File: src/rtl/cmo_pkg.sv
// ----------------------------------------------------------------------------
// cmo_pkg: shared definitions of the circular motion oscillator
// Field widths, register indexes, state types, queue entry and the
// arctangent table of the rotation unit.
// ----------------------------------------------------------------------------
package cmo_pkg;

   localparam int PHASE_BITS_DEF = 32;
   localparam int TRIG_BITS_DEF  = 16;

   localparam int DELTA_W     = 16;
   localparam int STEP_W      = 32;
   localparam int AMP_W       = 12;
   localparam int OFFSET_W    = 16;
   localparam int POS_W       = 17;
   localparam int ANGLE_W     = 16;
   localparam int TURN_W      = 32;
   localparam int CSR_DATA_W  = 32;
   localparam int CSR_INDEX_W = 3;
   localparam int QUEUE_DEPTH = 2;

   localparam logic [TURN_W-1:0] CORDIC_GAIN_Q32 = 32'h9B74_EDA8;
   localparam int POS_LIMIT = 65520;

   typedef enum logic [CSR_INDEX_W-1:0] {
      CSR_PHASE_STEP   = 3'd0,
      CSR_AMPLITUDE    = 3'd1,
      CSR_PHASE_OFFSET = 3'd2,
      CSR_CLOCKWISE    = 3'd3
   } csr_index_type;

   typedef enum logic [1:0] {
      QUAD_0   = 2'd0,
      QUAD_90  = 2'd1,
      QUAD_180 = 2'd2,
      QUAD_270 = 2'd3
   } quad_type;

   typedef enum logic [1:0] {
      F_IDLE,
      F_ACC,
      F_ANG,
      F_PUSH
   } front_state_type;

   typedef enum logic [2:0] {
      B_IDLE,
      B_ROT,
      B_MULS,
      B_MULC,
      B_OUT
   } back_state_type;

   typedef struct packed {
      logic [STEP_W-1:0]   phase_step;
      logic [OFFSET_W-1:0] phase_offset;
      logic                clockwise;
   } front_cfg_type;

   // residual angle in [-1/8, 1/8) turn, in 2^-32 turn
   typedef struct packed {
      quad_type                  quad;
      logic signed [TURN_W-1:0]  z;
      logic [ANGLE_W-1:0]        angle;
   } queue_entry_type;

   function automatic logic [TURN_W-1:0] atan_turn(input logic [4:0] idx);
      logic [TURN_W-1:0] val;
      unique case (idx)
         5'd0:  val = 32'h2000_0000;
         5'd1:  val = 32'h12E4_051E;
         5'd2:  val = 32'h09FB_385B;
         5'd3:  val = 32'h0511_11D4;
         5'd4:  val = 32'h028B_0D43;
         5'd5:  val = 32'h0145_D7E1;
         5'd6:  val = 32'h00A2_F61E;
         5'd7:  val = 32'h0051_7C55;
         5'd8:  val = 32'h0028_BE53;
         5'd9:  val = 32'h0014_5F2F;
         5'd10: val = 32'h000A_2F98;
         5'd11: val = 32'h0005_17CC;
         5'd12: val = 32'h0002_8BE6;
         5'd13: val = 32'h0001_45F3;
         5'd14: val = 32'h0000_A2FA;
         5'd15: val = 32'h0000_517D;
         5'd16: val = 32'h0000_28BE;
         5'd17: val = 32'h0000_145F;
         5'd18: val = 32'h0000_0A30;
         5'd19: val = 32'h0000_0518;
         5'd20: val = 32'h0000_028C;
         5'd21: val = 32'h0000_0146;
         5'd22: val = 32'h0000_00A3;
         5'd23: val = 32'h0000_0051;
         5'd24: val = 32'h0000_0029;
         5'd25: val = 32'h0000_0014;
         5'd26: val = 32'h0000_000A;
         5'd27: val = 32'h0000_0005;
         5'd28: val = 32'h0000_0003;
         5'd29: val = 32'h0000_0001;
         5'd30: val = 32'h0000_0001;
         default: val = 32'h0000_0000;
      endcase
      return val;
   endfunction

endpackage

File: src/rtl/cmo_ifs.sv
// ----------------------------------------------------------------------------
// cmo_req_if / cmo_rsp_if: valid/ready channels of the oscillator
// Request carries elapsed milliseconds, response carries position and angle.
// ----------------------------------------------------------------------------
interface cmo_req_if import cmo_pkg::*; ();
   logic               valid;
   logic               ready;
   logic [DELTA_W-1:0] delta_ms;

   modport source (output valid, output delta_ms, input ready);
   modport sink   (input valid, input delta_ms, output ready);
endinterface

interface cmo_rsp_if import cmo_pkg::*; ();
   logic                    valid;
   logic                    ready;
   logic signed [POS_W-1:0] pos_x;
   logic signed [POS_W-1:0] pos_y;
   logic [ANGLE_W-1:0]      angle_out;

   modport source (output valid, output pos_x, output pos_y, output angle_out, input ready);
   modport sink   (input valid, input pos_x, input pos_y, input angle_out, output ready);
endinterface

File: src/rtl/cmo_front.sv
// ----------------------------------------------------------------------------
// cmo_front: phase accumulator and angle classification
// Takes an item, advances the phase, forms the final angle and splits it
// into quadrant and residual for the rotation unit.
// ----------------------------------------------------------------------------
module cmo_front import cmo_pkg::*; #(
   parameter int PHASE_BITS = PHASE_BITS_DEF
) (
   input  logic            clock,
   input  logic            reset,
   cmo_req_if.sink         req_chan,
   input  front_cfg_type   cfg,
   output logic            push_valid,
   input  logic            push_ready,
   output queue_entry_type push_entry
);

   localparam int PROD_W = DELTA_W + STEP_W;

   front_state_type        state_ff, state_in;
   logic [PROD_W-1:0]      prod_ff, prod_in;
   logic [PHASE_BITS-1:0]  acc_ff, acc_in;
   logic [PHASE_BITS-1:0]  ang_ff, ang_in;
   logic [PHASE_BITS-1:0]  ang_sum;
   logic [TURN_W-1:0]      ang_q32;

   always_ff @(posedge clock) begin
      if (reset) begin
         state_ff <= F_IDLE;
         acc_ff   <= '0;
      end else begin
         state_ff <= state_in;
         acc_ff   <= acc_in;
      end
   end

   always_ff @(posedge clock) begin
      prod_ff <= prod_in;
      ang_ff  <= ang_in;
   end

   assign ang_sum = acc_ff + (PHASE_BITS'(cfg.phase_offset) << (PHASE_BITS - OFFSET_W));

   always_comb begin
      state_in       = state_ff;
      prod_in        = prod_ff;
      acc_in         = acc_ff;
      ang_in         = ang_ff;
      req_chan.ready = 1'b0;
      push_valid     = 1'b0;
      unique case (state_ff)
         F_IDLE: begin
            req_chan.ready = 1'b1;
            if (req_chan.valid) begin
               prod_in  = PROD_W'(req_chan.delta_ms) * PROD_W'(cfg.phase_step);
               state_in = F_ACC;
            end
         end
         F_ACC: begin
            // wraps modulo one turn
            acc_in   = acc_ff + prod_ff[PHASE_BITS-1:0];
            state_in = F_ANG;
         end
         F_ANG: begin
            ang_in   = cfg.clockwise ? (PHASE_BITS'(0) - ang_sum) : ang_sum;
            state_in = F_PUSH;
         end
         F_PUSH: begin
            push_valid = 1'b1;
            if (push_ready) begin
               state_in = F_IDLE;
            end
         end
         default: state_in = F_IDLE;
      endcase
   end

   generate
      if (PHASE_BITS >= TURN_W) begin : g_trunc
         assign ang_q32 = ang_ff[PHASE_BITS-1 -: TURN_W];
      end else begin : g_fill
         assign ang_q32 = TURN_W'(ang_ff) << (TURN_W - PHASE_BITS);
      end
   endgenerate

   // nearest quarter turn; the rest is the low 30 bits taken as signed
   assign push_entry.quad  = quad_type'(ang_q32[31:30] + 2'(ang_q32[29]));
   assign push_entry.z     = signed'({{2{ang_q32[29]}}, ang_q32[29:0]});
   assign push_entry.angle = ang_ff[PHASE_BITS-1 -: ANGLE_W];

endmodule

File: src/rtl/cmo_queue.sv
// ----------------------------------------------------------------------------
// cmo_queue: short FIFO between classification and rotation
// Lets the front take new items while the rotation unit is busy.
// ----------------------------------------------------------------------------
module cmo_queue import cmo_pkg::*; (
   input  logic            clock,
   input  logic            reset,
   input  logic            push_valid,
   output logic            push_ready,
   input  queue_entry_type push_entry,
   output logic            pop_valid,
   input  logic            pop_ready,
   output queue_entry_type pop_entry
);

   localparam int PTR_W = (QUEUE_DEPTH > 1) ? $clog2(QUEUE_DEPTH) : 1;
   localparam int CNT_W = $clog2(QUEUE_DEPTH + 1);

   queue_entry_type    entry_ff [QUEUE_DEPTH];
   logic [PTR_W-1:0]   wr_ptr_ff, wr_ptr_in;
   logic [PTR_W-1:0]   rd_ptr_ff, rd_ptr_in;
   logic [CNT_W-1:0]   count_ff, count_in;
   logic               do_push, do_pop;

   function automatic logic [PTR_W-1:0] ptr_next(input logic [PTR_W-1:0] p);
      return (p == PTR_W'(QUEUE_DEPTH - 1)) ? '0 : p + 1'b1;
   endfunction

   assign push_ready = (count_ff != CNT_W'(QUEUE_DEPTH));
   assign pop_valid  = (count_ff != '0);
   assign do_push    = push_valid && push_ready;
   assign do_pop     = pop_valid && pop_ready;
   assign pop_entry  = entry_ff[rd_ptr_ff];

   always_comb begin
      wr_ptr_in = do_push ? ptr_next(wr_ptr_ff) : wr_ptr_ff;
      rd_ptr_in = do_pop ? ptr_next(rd_ptr_ff) : rd_ptr_ff;
      count_in  = count_ff;
      if (do_push && !do_pop) begin
         count_in = count_ff + 1'b1;
      end else if (do_pop && !do_push) begin
         count_in = count_ff - 1'b1;
      end
   end

   always_ff @(posedge clock) begin
      if (reset) begin
         wr_ptr_ff <= '0;
         rd_ptr_ff <= '0;
         count_ff  <= '0;
      end else begin
         wr_ptr_ff <= wr_ptr_in;
         rd_ptr_ff <= rd_ptr_in;
         count_ff  <= count_in;
      end
   end

   always_ff @(posedge clock) begin
      if (do_push) begin
         entry_ff[wr_ptr_ff] <= push_entry;
      end
   end

endmodule

File: src/rtl/cmo_back.sv
// ----------------------------------------------------------------------------
// cmo_back: iterative sine/cosine and position scaling
// One CORDIC micro-rotation per cycle, then quadrant fix-up, scaling by
// the radius with rounding and saturation, and the response register.
// ----------------------------------------------------------------------------
module cmo_back import cmo_pkg::*; #(
   parameter int TRIG_BITS = TRIG_BITS_DEF
) (
   input  logic             clock,
   input  logic             reset,
   input  logic             pop_valid,
   output logic             pop_ready,
   input  queue_entry_type  pop_entry,
   input  logic [AMP_W-1:0] amplitude,
   cmo_rsp_if.source        rsp_chan
);

   localparam int XW    = TRIG_BITS + 3;
   localparam int IW    = $clog2(TRIG_BITS);
   localparam int AMP16 = AMP_W + 5;
   localparam int PW    = AMP16 + XW;

   localparam logic [TURN_W:0] GAIN_RND =
      (TURN_W + 1)'(CORDIC_GAIN_Q32) + ((TURN_W + 1)'(1) << (TURN_W - 1 - TRIG_BITS));
   localparam logic signed [XW-1:0] X0 = XW'(GAIN_RND >> (TURN_W - TRIG_BITS));
   localparam logic signed [PW-1:0] HALF = PW'(1) << (TRIG_BITS - 1);
   localparam logic signed [PW-1:0] LIM  = PW'(POS_LIMIT);

   back_state_type           state_ff, state_in;
   logic signed [XW-1:0]     x_ff, x_in, y_ff, y_in;
   logic signed [TURN_W-1:0] z_ff, z_in;
   logic [IW-1:0]            iter_ff, iter_in;
   quad_type                 quad_ff, quad_in;
   logic [ANGLE_W-1:0]       angle_ff, angle_in;
   logic signed [PW-1:0]     prod_ff, prod_in;
   logic signed [POS_W-1:0]  pos_x_ff, pos_x_in;
   logic                     rsp_valid_ff, rsp_valid_in;
   logic signed [POS_W-1:0]  rsp_x_ff, rsp_x_in, rsp_y_ff, rsp_y_in;
   logic [ANGLE_W-1:0]       rsp_angle_ff, rsp_angle_in;

   logic signed [XW-1:0]     dx, dy, s_val, c_val;
   logic signed [TURN_W-1:0] at;
   logic signed [AMP16-1:0]  amp16;

   function automatic logic signed [POS_W-1:0] round_sat(input logic signed [PW-1:0] p);
      logic signed [PW-1:0] v;
      logic signed [POS_W-1:0] r;
      v = (p + HALF) >>> TRIG_BITS;
      if (v > LIM) begin
         r = POS_W'(POS_LIMIT);
      end else if (v < -LIM) begin
         r = -POS_W'(POS_LIMIT);
      end else begin
         r = POS_W'(v);
      end
      return r;
   endfunction

   assign dx    = y_ff >>> iter_ff;
   assign dy    = x_ff >>> iter_ff;
   assign at    = signed'(atan_turn(5'(iter_ff)));
   assign amp16 = signed'({1'b0, amplitude, 4'b0000});

   always_comb begin
      unique case (quad_ff)
         QUAD_0:   begin s_val = y_ff;  c_val = x_ff;  end
         QUAD_90:  begin s_val = x_ff;  c_val = -y_ff; end
         QUAD_180: begin s_val = -y_ff; c_val = -x_ff; end
         default:  begin s_val = -x_ff; c_val = y_ff;  end
      endcase
   end

   assign rsp_chan.valid     = rsp_valid_ff;
   assign rsp_chan.pos_x     = rsp_x_ff;
   assign rsp_chan.pos_y     = rsp_y_ff;
   assign rsp_chan.angle_out = rsp_angle_ff;

   always_comb begin
      state_in     = state_ff;
      x_in         = x_ff;
      y_in         = y_ff;
      z_in         = z_ff;
      iter_in      = iter_ff;
      quad_in      = quad_ff;
      angle_in     = angle_ff;
      prod_in      = prod_ff;
      pos_x_in     = pos_x_ff;
      rsp_x_in     = rsp_x_ff;
      rsp_y_in     = rsp_y_ff;
      rsp_angle_in = rsp_angle_ff;
      rsp_valid_in = rsp_valid_ff && !rsp_chan.ready;
      pop_ready    = 1'b0;
      unique case (state_ff)
         B_IDLE: begin
            pop_ready = 1'b1;
            if (pop_valid) begin
               x_in     = X0;
               y_in     = '0;
               z_in     = pop_entry.z;
               quad_in  = pop_entry.quad;
               angle_in = pop_entry.angle;
               iter_in  = '0;
               state_in = B_ROT;
            end
         end
         B_ROT: begin
            if (!z_ff[TURN_W-1]) begin
               x_in = x_ff - dx;
               y_in = y_ff + dy;
               z_in = z_ff - at;
            end else begin
               x_in = x_ff + dx;
               y_in = y_ff - dy;
               z_in = z_ff + at;
            end
            iter_in = iter_ff + 1'b1;
            if (iter_ff == IW'(TRIG_BITS - 1)) begin
               state_in = B_MULS;
            end
         end
         B_MULS: begin
            prod_in  = amp16 * s_val;
            state_in = B_MULC;
         end
         B_MULC: begin
            prod_in  = amp16 * c_val;
            pos_x_in = round_sat(prod_ff);
            state_in = B_OUT;
         end
         B_OUT: begin
            // response slot is free or drains this cycle
            if (!rsp_valid_ff || rsp_chan.ready) begin
               rsp_valid_in = 1'b1;
               rsp_x_in     = pos_x_ff;
               rsp_y_in     = round_sat(prod_ff);
               rsp_angle_in = angle_ff;
               state_in     = B_IDLE;
            end
         end
         default: state_in = B_IDLE;
      endcase
   end

   always_ff @(posedge clock) begin
      if (reset) begin
         state_ff     <= B_IDLE;
         rsp_valid_ff <= 1'b0;
      end else begin
         state_ff     <= state_in;
         rsp_valid_ff <= rsp_valid_in;
      end
   end

   always_ff @(posedge clock) begin
      x_ff         <= x_in;
      y_ff         <= y_in;
      z_ff         <= z_in;
      iter_ff      <= iter_in;
      quad_ff      <= quad_in;
      angle_ff     <= angle_in;
      prod_ff      <= prod_in;
      pos_x_ff     <= pos_x_in;
      rsp_x_ff     <= rsp_x_in;
      rsp_y_ff     <= rsp_y_in;
      rsp_angle_ff <= rsp_angle_in;
   end

endmodule

File: src/rtl/circular_motion_oscillator.sv
// ----------------------------------------------------------------------------
// circular_motion_oscillator: quadrature oscillator moving a point on a circle
// Each request item advances the phase by delta_ms * phase_step; each
// response item gives radius*sin, radius*cos in 1/16 pixel and the angle.
// ----------------------------------------------------------------------------
// Usage:
//   req_chan carries delta_ms; one response item on rsp_chan per request.
//   Registers (phase_step, amplitude, phase_offset, clockwise) are written
//   through csr_we/csr_index/csr_wdata while no item is in flight; writes to
//   an index past clockwise are dropped.
//   Between acceptance of a request and its response, an item passes the
//   phase front end (accumulate, angle, push), the queue hand-off, TRIG_BITS
//   CORDIC rotations, two scaling multiplies and the load of the response
//   register. The rotation unit sets the rate at which items complete:
//   it runs one micro-rotation per cycle and takes a new item only after
//   the last one has gone to the response register.
//   The front end and a two-entry queue keep taking items while rotation
//   runs; when rsp_chan stalls the response register holds its item and the
//   queue fills, after which req_chan.ready stays low.
//   Synchronous reset clears the phase accumulator, all registers and
//   any item in flight.
// ----------------------------------------------------------------------------
module circular_motion_oscillator import cmo_pkg::*; #(
   parameter int PHASE_BITS = PHASE_BITS_DEF,
   parameter int TRIG_BITS  = TRIG_BITS_DEF
) (
   input  logic                   clock,
   input  logic                   reset,
   cmo_req_if.sink                req_chan,
   cmo_rsp_if.source              rsp_chan,
   input  logic                   csr_we,
   input  logic [CSR_INDEX_W-1:0] csr_index,
   input  logic [CSR_DATA_W-1:0]  csr_wdata
);

   logic [STEP_W-1:0]   phase_step_ff;
   logic [AMP_W-1:0]    amplitude_ff;
   logic [OFFSET_W-1:0] phase_offset_ff;
   logic                clockwise_ff;

   front_cfg_type   front_cfg;
   logic            push_valid, push_ready;
   logic            pop_valid, pop_ready;
   queue_entry_type push_entry, pop_entry;

   always_ff @(posedge clock) begin
      if (reset) begin
         phase_step_ff   <= '0;
         amplitude_ff    <= '0;
         phase_offset_ff <= '0;
         clockwise_ff    <= 1'b0;
      end else if (csr_we) begin
         unique case (csr_index)
            CSR_PHASE_STEP:   phase_step_ff   <= csr_wdata[STEP_W-1:0];
            CSR_AMPLITUDE:    amplitude_ff    <= csr_wdata[AMP_W-1:0];
            CSR_PHASE_OFFSET: phase_offset_ff <= csr_wdata[OFFSET_W-1:0];
            CSR_CLOCKWISE:    clockwise_ff    <= csr_wdata[0];
            default: ;
         endcase
      end
   end

   assign front_cfg.phase_step   = phase_step_ff;
   assign front_cfg.phase_offset = phase_offset_ff;
   assign front_cfg.clockwise    = clockwise_ff;

   cmo_front #(
      .PHASE_BITS (PHASE_BITS)
   ) u_front (
      .clock      (clock),
      .reset      (reset),
      .req_chan   (req_chan),
      .cfg        (front_cfg),
      .push_valid (push_valid),
      .push_ready (push_ready),
      .push_entry (push_entry)
   );

   cmo_queue u_queue (
      .clock      (clock),
      .reset      (reset),
      .push_valid (push_valid),
      .push_ready (push_ready),
      .push_entry (push_entry),
      .pop_valid  (pop_valid),
      .pop_ready  (pop_ready),
      .pop_entry  (pop_entry)
   );

   cmo_back #(
      .TRIG_BITS (TRIG_BITS)
   ) u_back (
      .clock     (clock),
      .reset     (reset),
      .pop_valid (pop_valid),
      .pop_ready (pop_ready),
      .pop_entry (pop_entry),
      .amplitude (amplitude_ff),
      .rsp_chan  (rsp_chan)
   );

endmodule

File: src/flat_wrapper.sv
// flat-port wrapper written by rule: the top's interface ports become plain ports
module circular_motion_oscillator_flat import cmo_pkg::*;
#(
   parameter int PHASE_BITS = PHASE_BITS_DEF,
   parameter int TRIG_BITS  = TRIG_BITS_DEF
)
  (clock, reset, csr_we, csr_index, csr_wdata, req_chan_valid, req_chan_delta_ms, req_chan_ready, rsp_chan_valid, rsp_chan_pos_x, rsp_chan_pos_y, rsp_chan_angle_out, rsp_chan_ready);
  cmo_req_if req_chan_i ();
  cmo_rsp_if rsp_chan_i ();
  input  logic clock;
  input  logic reset;
  input  logic csr_we;
  input  logic [CSR_INDEX_W-1:0] csr_index;
  input  logic [CSR_DATA_W-1:0] csr_wdata;
  input wire logic [$bits(req_chan_i.valid)-1:0] req_chan_valid;
  input wire logic [$bits(req_chan_i.delta_ms)-1:0] req_chan_delta_ms;
  output wire logic [$bits(req_chan_i.ready)-1:0] req_chan_ready;
  output wire logic [$bits(rsp_chan_i.valid)-1:0] rsp_chan_valid;
  output wire logic [$bits(rsp_chan_i.pos_x)-1:0] rsp_chan_pos_x;
  output wire logic [$bits(rsp_chan_i.pos_y)-1:0] rsp_chan_pos_y;
  output wire logic [$bits(rsp_chan_i.angle_out)-1:0] rsp_chan_angle_out;
  input wire logic [$bits(rsp_chan_i.ready)-1:0] rsp_chan_ready;
  assign req_chan_i.valid = req_chan_valid;
  assign req_chan_i.delta_ms = req_chan_delta_ms;
  assign req_chan_ready = req_chan_i.ready;
  assign rsp_chan_valid = rsp_chan_i.valid;
  assign rsp_chan_pos_x = rsp_chan_i.pos_x;
  assign rsp_chan_pos_y = rsp_chan_i.pos_y;
  assign rsp_chan_angle_out = rsp_chan_i.angle_out;
  assign rsp_chan_i.ready = rsp_chan_ready;
  circular_motion_oscillator #(.PHASE_BITS(PHASE_BITS), .TRIG_BITS(TRIG_BITS)) u_core (.clock(clock), .reset(reset), .req_chan(req_chan_i), .rsp_chan(rsp_chan_i), .csr_we(csr_we), .csr_index(csr_index), .csr_wdata(csr_wdata));
endmodule
File: config.mk
export PLATFORM = sky130hd
export DESIGN_NAME = circular_motion_oscillator_flat
export DESIGN_NICKNAME = d
export VERILOG_FILES = /design/src/rtl/cmo_pkg.sv /design/src/rtl/cmo_ifs.sv /design/src/rtl/cmo_front.sv /design/src/rtl/cmo_queue.sv /design/src/rtl/cmo_back.sv /design/src/rtl/circular_motion_oscillator.sv /design/src/flat_wrapper.sv
export SDC_FILE = /design/constraint.sdc
export NUM_CORES = 2
export LEC_CHECK = 0
export BUFFER_PORTS_ARGS = -buffer_cell sky130_fd_sc_hd__buf_4
export CELL_PAD_IN_SITES_DETAIL_PLACEMENT = 2
export CELL_PAD_IN_SITES_GLOBAL_PLACEMENT = 2
export CORE_AREA = 3 3 361 363
export CTS_CLUSTER_SIZE = 28
export DETAILED_ROUTE_END_ITERATION = 8
export DIE_AREA = 0 0 364 366
export GPL_TIMING_DRIVEN = 0
export MAX_ROUTING_LAYER = met4
export PLACE_DENSITY = 0.79
export SLEW_MARGIN = 0
export SYNTH_ARGS = -nofsm -noshare
export SYNTH_HDL_FRONTEND = slang
export SYNTH_SLANG_ARGS = --single-unit
File: constraint.sdc
create_clock -name clock -period 9.1 [get_ports clock]
set_input_delay 0.91 -clock clock [delete_from_list [all_inputs] [get_ports clock]]
set_output_delay 0.91 -clock clock [all_outputs]
set_load 0.005 [all_outputs]
== Word level (Yosys, flattened, before mapping) ==
Memory sizes are Yosys's and may differ from the RTL's. A register that Yosys moved wholly into a read port is not among the register bits.
Cells that the tools add are included.

* Equal/unequal tests: 19
* Reduce and logical (&&, ||, !) cells: 28
* Shift operators: 2
* $add $sub $neg: 18
* Order comparisons: 2
* Muxes and demuxes: 38
* Multiply operators: 3

{| class="wikitable"
|+ Operators with widths
! kind !! number
|-
| case mux 19 bit (3 select lines) || 2
|-
| adder 32 bit || 3
|-
| two-way mux 32 bit || 3
|-
| two-way mux 19 bit || 4
|-
| case mux 19 bit (2 select lines) || 2
|-
| case mux 36 bit (2 select lines) || 1
|-
| multiplier 13 x 19 -> 32 bit || 2
|-
| case mux 32 bit (2 select lines) || 1
|-
| adder 19 bit || 2
|-
| negation 19 bit || 2
|-
| >>> shifter 19 x 4 -> 19 bit || 2
|-
| subtractor 19 bit || 2
|-
| adder 36 x 17 -> 36 bit, second input constant || 1
|-
| two-way mux 17 bit || 2
|-
| multiplier 16 x 32 -> 32 bit || 1
|-
| subtractor 1 x 32 -> 32 bit, first input constant || 1
|-
| subtractor 32 bit || 1
|-
| > comparator 20 x 17 -> 1 bit, second input constant || 1
|-
| less-than comparator 20 x 17 -> 1 bit, second input constant || 1
|-
| AND reduction 2 bit || 9
|-
| case mux 3 bit (5 select lines) || 1
|-
| equality test 3 x 2 -> 1 bit, second input constant || 4
|-
| two-way mux 1 bit || 11
|-
| inequality test 2 bit, second input constant || 5
|-
| other kinds (23) || 46
|}

* Bits in read-only memories: 480
* Memories: 2
* Logic and storage cells: 136
* Input bits: 56
* Bits in writable memories: 100
* Output and inout port bits: 52
* Register bits after elaboration: 362

{| class="wikitable"
|+ Memory list
! name !! depth !! width !! rd ports !! clocked after memory_dff !! wr ports !! line !! RTL
|-
| (name not given) || 16 || 30 || 1 || 1 || 0 || cmo_pkg.sv:69 || <nowiki>unique case (idx)</nowiki>
|-
| u_core.u_queue.entry_ff || 2 || 50 || 1 || 1 || 1 || cmo_queue.sv:19 || <nowiki>queue_entry_type entry_ff [QUEUE_DEPTH];</nowiki>
|}

== Longest topological paths before layout ==
* Depth after elaboration: 7
* Gate-level depth with buffers: 34
* Gate-level depth less buffers: 33

== Hierarchy ==
A second synthesis with hierarchy kept.

* Cell total of the unflattened synthesis: 5955
* Area total of the unflattened synthesis: 56907.1 um^2

{| class="wikitable"
|+ By module, submodules not included
! module !! area an instance (um^2) !! instances !! cells an instance
|-
| cmo_back || 32577.5 || 1 || 3550
|-
| cmo_front || 17947.2 || 1 || 1990
|-
| cmo_queue || 3817.4 || 1 || 180
|-
| circular_motion_oscillator || 2565.0 || 1 || 235
|}

== Worst setup path before layout ==
Ideal clock, no wire load.

* Kind: reg-to-reg
* Start: reg u_core.u_back.y_ff[2]
* End: reg u_core.u_back.prod_ff[31], data pin
* Setup slack: 733 ps
* Buffers on the path: 1
* Required time: 8840 ps
* Library setup time: 260 ps
* Data arrival time: 8108 ps
* Cell stages (with the launch flop): 33
* Clock period less this slack: 8367 ps
* Path through: edfxtp_1 or3_4 or3_4 or3_4 or3_4 or3_4 nor3_1 nand2b_1 xor2_1 o21ai_0 clkbuf_1 and2_1 fa_1 inv_1 fa_1 inv_1 fa_1 fa_1 inv_1 fa_1 inv_1 ha_1 a21o_1 a21o_1 a21oi_1 inv_1 a211oi_1 a21oi_1 a41oi_1 o21bai_1 a21oi_1 xnor2_1 mux2_2

* Cells in the longest elaborated chain, start to end: 4
* Elaborated cells on any way between the ends: 6
* Classes of those cells: 1 x add/sub; 2 x mul; 3 x mux

{| class="wikitable"
|+ RTL lines
! what !! line !! RTL
|-
| start, declared || cmo_back.sv:30 || <nowiki>logic signed [XW-1:0] x_ff, x_in, y_ff, y_in;</nowiki>
|-
| start signal, assigned || cmo_back.sv:156 || <nowiki>y_ff <= y_in;</nowiki>
|-
| negation 19 bit || cmo_back.sv:67, cmo_back.sv:68 ||
|-
| case mux 19 bit (3 select lines) || cmo_back.sv:65 || <nowiki>unique case (quad_ff)</nowiki>
|-
| multiplier 13 x 19 -> 32 bit, on equally long branches || cmo_back.sv:126, cmo_back.sv:122 ||
|-
| case mux 36 bit (2 select lines) * || cmo_back.sv:93 || <nowiki>unique case (state_ff)</nowiki>
|-
| named net u_core.u_back.prod_in[31] || cmo_back.sv:35 || <nowiki>logic signed [PW-1:0] prod_ff, prod_in;</nowiki>
|-
| end signal, assigned || cmo_back.sv:161 || <nowiki>prod_ff <= prod_in;</nowiki>
|-
| end, declared || cmo_back.sv:35 ||
|}

The timed path passes the listed nets; every way through them passes the cells marked *. The select of a mux whose other input is x is not followed.
A chain may end at the register's enable or synchronous reset.

== Final worst setup path ==
* Start: reg u_core.u_back.y_ff[4]
* End: reg u_core.u_back.prod_ff[34], data pin

The elaborated chain is that of the path after synthesis.

==> results.py <==
metrics = {
    "timing": {
        "holdWs_ps": 418.0,
        "final.period_utilization_pct": 98.65,
        "clock-skew-final_ps": 68.20,
        "fin_setup_tns_ps": 0,
        "finalSetupViolations": 0,
        "worstMarginPinSlew_ps": 1383,
        "slew_headroom_pct": 7.773,
        "slew_violations": 0,
        "fmax_mhz": 111.4,
        "hold_viol_final": 0,
        "fin_crit_ps": 8977,
    },
    "drt": {
        "drc": 0,
        "ant_nets": 0,
        "first_pass_iters": 5,
        "drt_iter0_drc": 2608,
        "routedWlPerCell_um": 25.73,
        "vias": 42217,
        "vias_per_cell": 5.538,
        "wl_mm": 196.2,
    },
    "grt": {
        "grt_start_max_net_pins": 59,
        "grt_first_pass_wirelength_mm": 299.6,
        "grt_pass1_vias": 48618,
        "overflow": 0,
        "antenna_found_initial": 11,
        "grtUsageTotal_pct": 30.33,
    },
    "cells_and_area": {
        "final_common_cell": "inv_1",
        "drive_above_1_share_pct": 7.090,
        "multi_input_area_sq_mm": 0.03685,
        "areaGrowthSynthToFinish_pct": 9.994,
        "finalNetCount": 7018,
        "seq_area_sq_mm": 0.01205,
        "fill_cells": 13606,
        "final_cell_mix": "inv_1 (932), nand2_1 (785), fa_1 (719), and2_1 (392), ha_1 (333)",
    },
    "critical_path": {
        "crit_required_ps": 9510,
        "crit_arrival_ps": 9390,
        "crit_slowest_cell": "mux4_2",
        "start_kind": "register",
        "crit_path_end_kind": "register",
        "cp_max_fo": 8,
        "cp_common_cell": "fa_1",
        "crit_type": "register to register",
        "critPathMaxStageDelay_ps": 620,
    },
    "floorplanning": {
        "die_y_um": 366,
        "die_area_sq_mm": 0.1332,
        "die_x_um": 364,
        "core_sq_mm": 0.1274,
        "rows": 131,
        "initial_core_util_pct": 41.80,
        "ios": 108,
    },
    "yosys": {
        "synthCells": 5721,
        "synth.top_cell.area_share_pct": 27.04,
        "syn_nets": 6833,
        "synth_top_flop_cell": "edfxtp_1",
        "netlist_area_sq_mm": 0.05323,
        "synth_top_area_cell": "fa_1",
        "yosysWarnings": 0,
        "synth_cell_types": 82,
        "synthArstFlopShare_pct": 0,
        "postSynthAreaPerCell_sq_um": 9.305,
        "ys_seq_area_share_pct": 22.64,
        "synth.area.top_cells": "fa_1 (27%), edfxtp_1 (18%), ha_1 (7.9%)",
        "synth-seq-cells": 446,
        "synth_edf_count": 312,
    },
    "clock_network": {
        "cts_tree": "built",
        "cts.root.buffer_cell": "clkbuf_16",
        "cts_buffer_depth": 3,
        "htreeDepth": 2,
        "clk-insertion-delay-late_ps": 710,
        "cts_made_buffers": 54,
        "clkTransAtPathRegs_ps": 60,
        "cts.sinks": 446,
    },
    "power": {
        "p_per_area_mw_per_mm2": 295.4,
        "p_leak_nw": 25.37,
        "vdd_drop_max_mv": 0.2175,
    },
    "worst_hold_path": {
        "hold_class": "register to register",
    },
    "placement": {
        "portBuffers": 102,
        "dp_hpwl_mm": 156.6,
        "gp_congestion": 0.9187,
    },
    "job": {
        "drv_cap": 0,
    },
    "outcome": {
        "status": "finished clean",
    },
}
## layout make-up
class,count,area share [%]
Buffer,276,1.953
Sequential cell,446,20.58
Timing Repair Buffer,130,1.744
Antenna cell,9,0.03846
Multi-Input combinational cell,4058,62.94
Inverter,940,6.043
Clock inverter,41,0.7992
Clock buffer,61,2.353
Tap cell,1662,3.551
## synthesized netlist by cell type, drive strengths merged (13+ instances only)
cell	number
or3	34
fa	719
mux2i	52
o21a	14
buf	37
and2	402
a31oi	31
o21ai	185
ha	337
o211ai	13
nand3	48
nor2b	33
clkbuf	240
nand4	16
o21bai	21
o31ai	24
nor3	59
xor2	125
mux2	30
o41ai	13
nand2	785
mux4	44
dfxtp	134
and3	25
a21oi	289
nand2b	43
a21o	71
inv	938
a211oi	23
edfxtp	312
nor2	256
xnor2	234
## power breakdown
| group | switching, W | total [W] | internal [W] | leakage, nW |
|---|---|---|---|---|
| registers | 0.000512 | 0.00342 | 0.00291 | 3.99 |
| clock network | 0.00100 | 0.00230 | 0.00130 | 0.894 |
| logic | 0.00733 | 0.0116 | 0.00424 | 20.5 |
| total | 0.00884 | 0.0173 | 0.00845 | 25.4 |
## state kept, by name, indices dropped and copies added (netlist names), 21 cells and up, named ones only
register,count
u_core.u_queue.entry_ff,68
u_core.phase_step_ff,32
u_core.u_back.z_ff,32
u_core.u_front.acc_ff,32
u_core.u_front.ang_ff,32
u_core.u_front.prod_ff,32
u_core.u_back.at,30
u_core.u_back.prod_ff,21
## stage by stage
stage	cell area, sq um	worst slack, ps	std cells	util (%)	power, W
finish	58550	122.9	7623	45.98	0.01729
global route	58540	-197.1	7616	45.96	0.01862
CTS	58200	3.925	7601	45.70	0.01715
detailed placement	56200	-1574	7491	44.13	0.01458
global placement	56080	-1448	7485	44.03	0.01390
floorplan	53230	732.6	5721	-	0.01096
## worst max-delay path: cells and delay by family (launching register included)
kind | cells | cell delay, ps
flops | 1 | 410
compound gates | 6 | 1000
buf+inv | 7 | 960
fa+ha+maj | 6 | 3000
xor+xnor | 2 | 250
simple gates | 7 | 2170
mux | 2 | 930
## timing repair
action,CTS,global route
setup endpoints to repair,15,13
resized for setup,40,79
setup buffers,8,14
pin swaps,4,13
hold buffers,0,0
## final timing paths
check	from	end	slack (ps)	cells past startpoint
hold / removal	u_core.u_back.pos_x_ff[6]	u_core.u_back.rsp_chan.pos_x[6]	420	0
setup reg to reg	u_core.u_back.y_ff[4]	u_core.u_back.prod_ff[34]	120	30
hold reg to reg	u_core.u_back.pos_x_ff[6]	u_core.u_back.rsp_chan.pos_x[6]	420	0
setup / recovery	u_core.u_back.y_ff[4]	u_core.u_back.prod_ff[34]	120	30
## kinds of logic (layout without fill, tap and decap cells)
group | after synthesis | count (layout) | synth area share, %
buffers and inverters | 1217 | 1448 | 8.666
muxes | 126 | 126 | 3.495
DFF | 446 | 446 | 22.64
xor gates and xnor gates | 359 | 359 | 5.907
AOI/OAI and AO/OA | 751 | 751 | 8.471
other | 0 | 9 | 0
and+or+nand+nor | 1766 | 1766 | 15.86
adders and majority gates | 1056 | 1056 | 34.96
## metal layers
layer / vias to the layer above / GRT usage (%) / routed length (um) / share of wire (%)
li1: 18591 / - / - / -
met1: 22253 / 36.91 / 80290 / 41
met2: 1044 / 52.53 / 99980 / 51
met3: 329 / 3.579 / 8885 / 4.5
met4: 0 / 9.403 / 7013 / 3.6
met5: - / - / 0 / 0
Note: power is estimated with default switching activity, not from simulation.
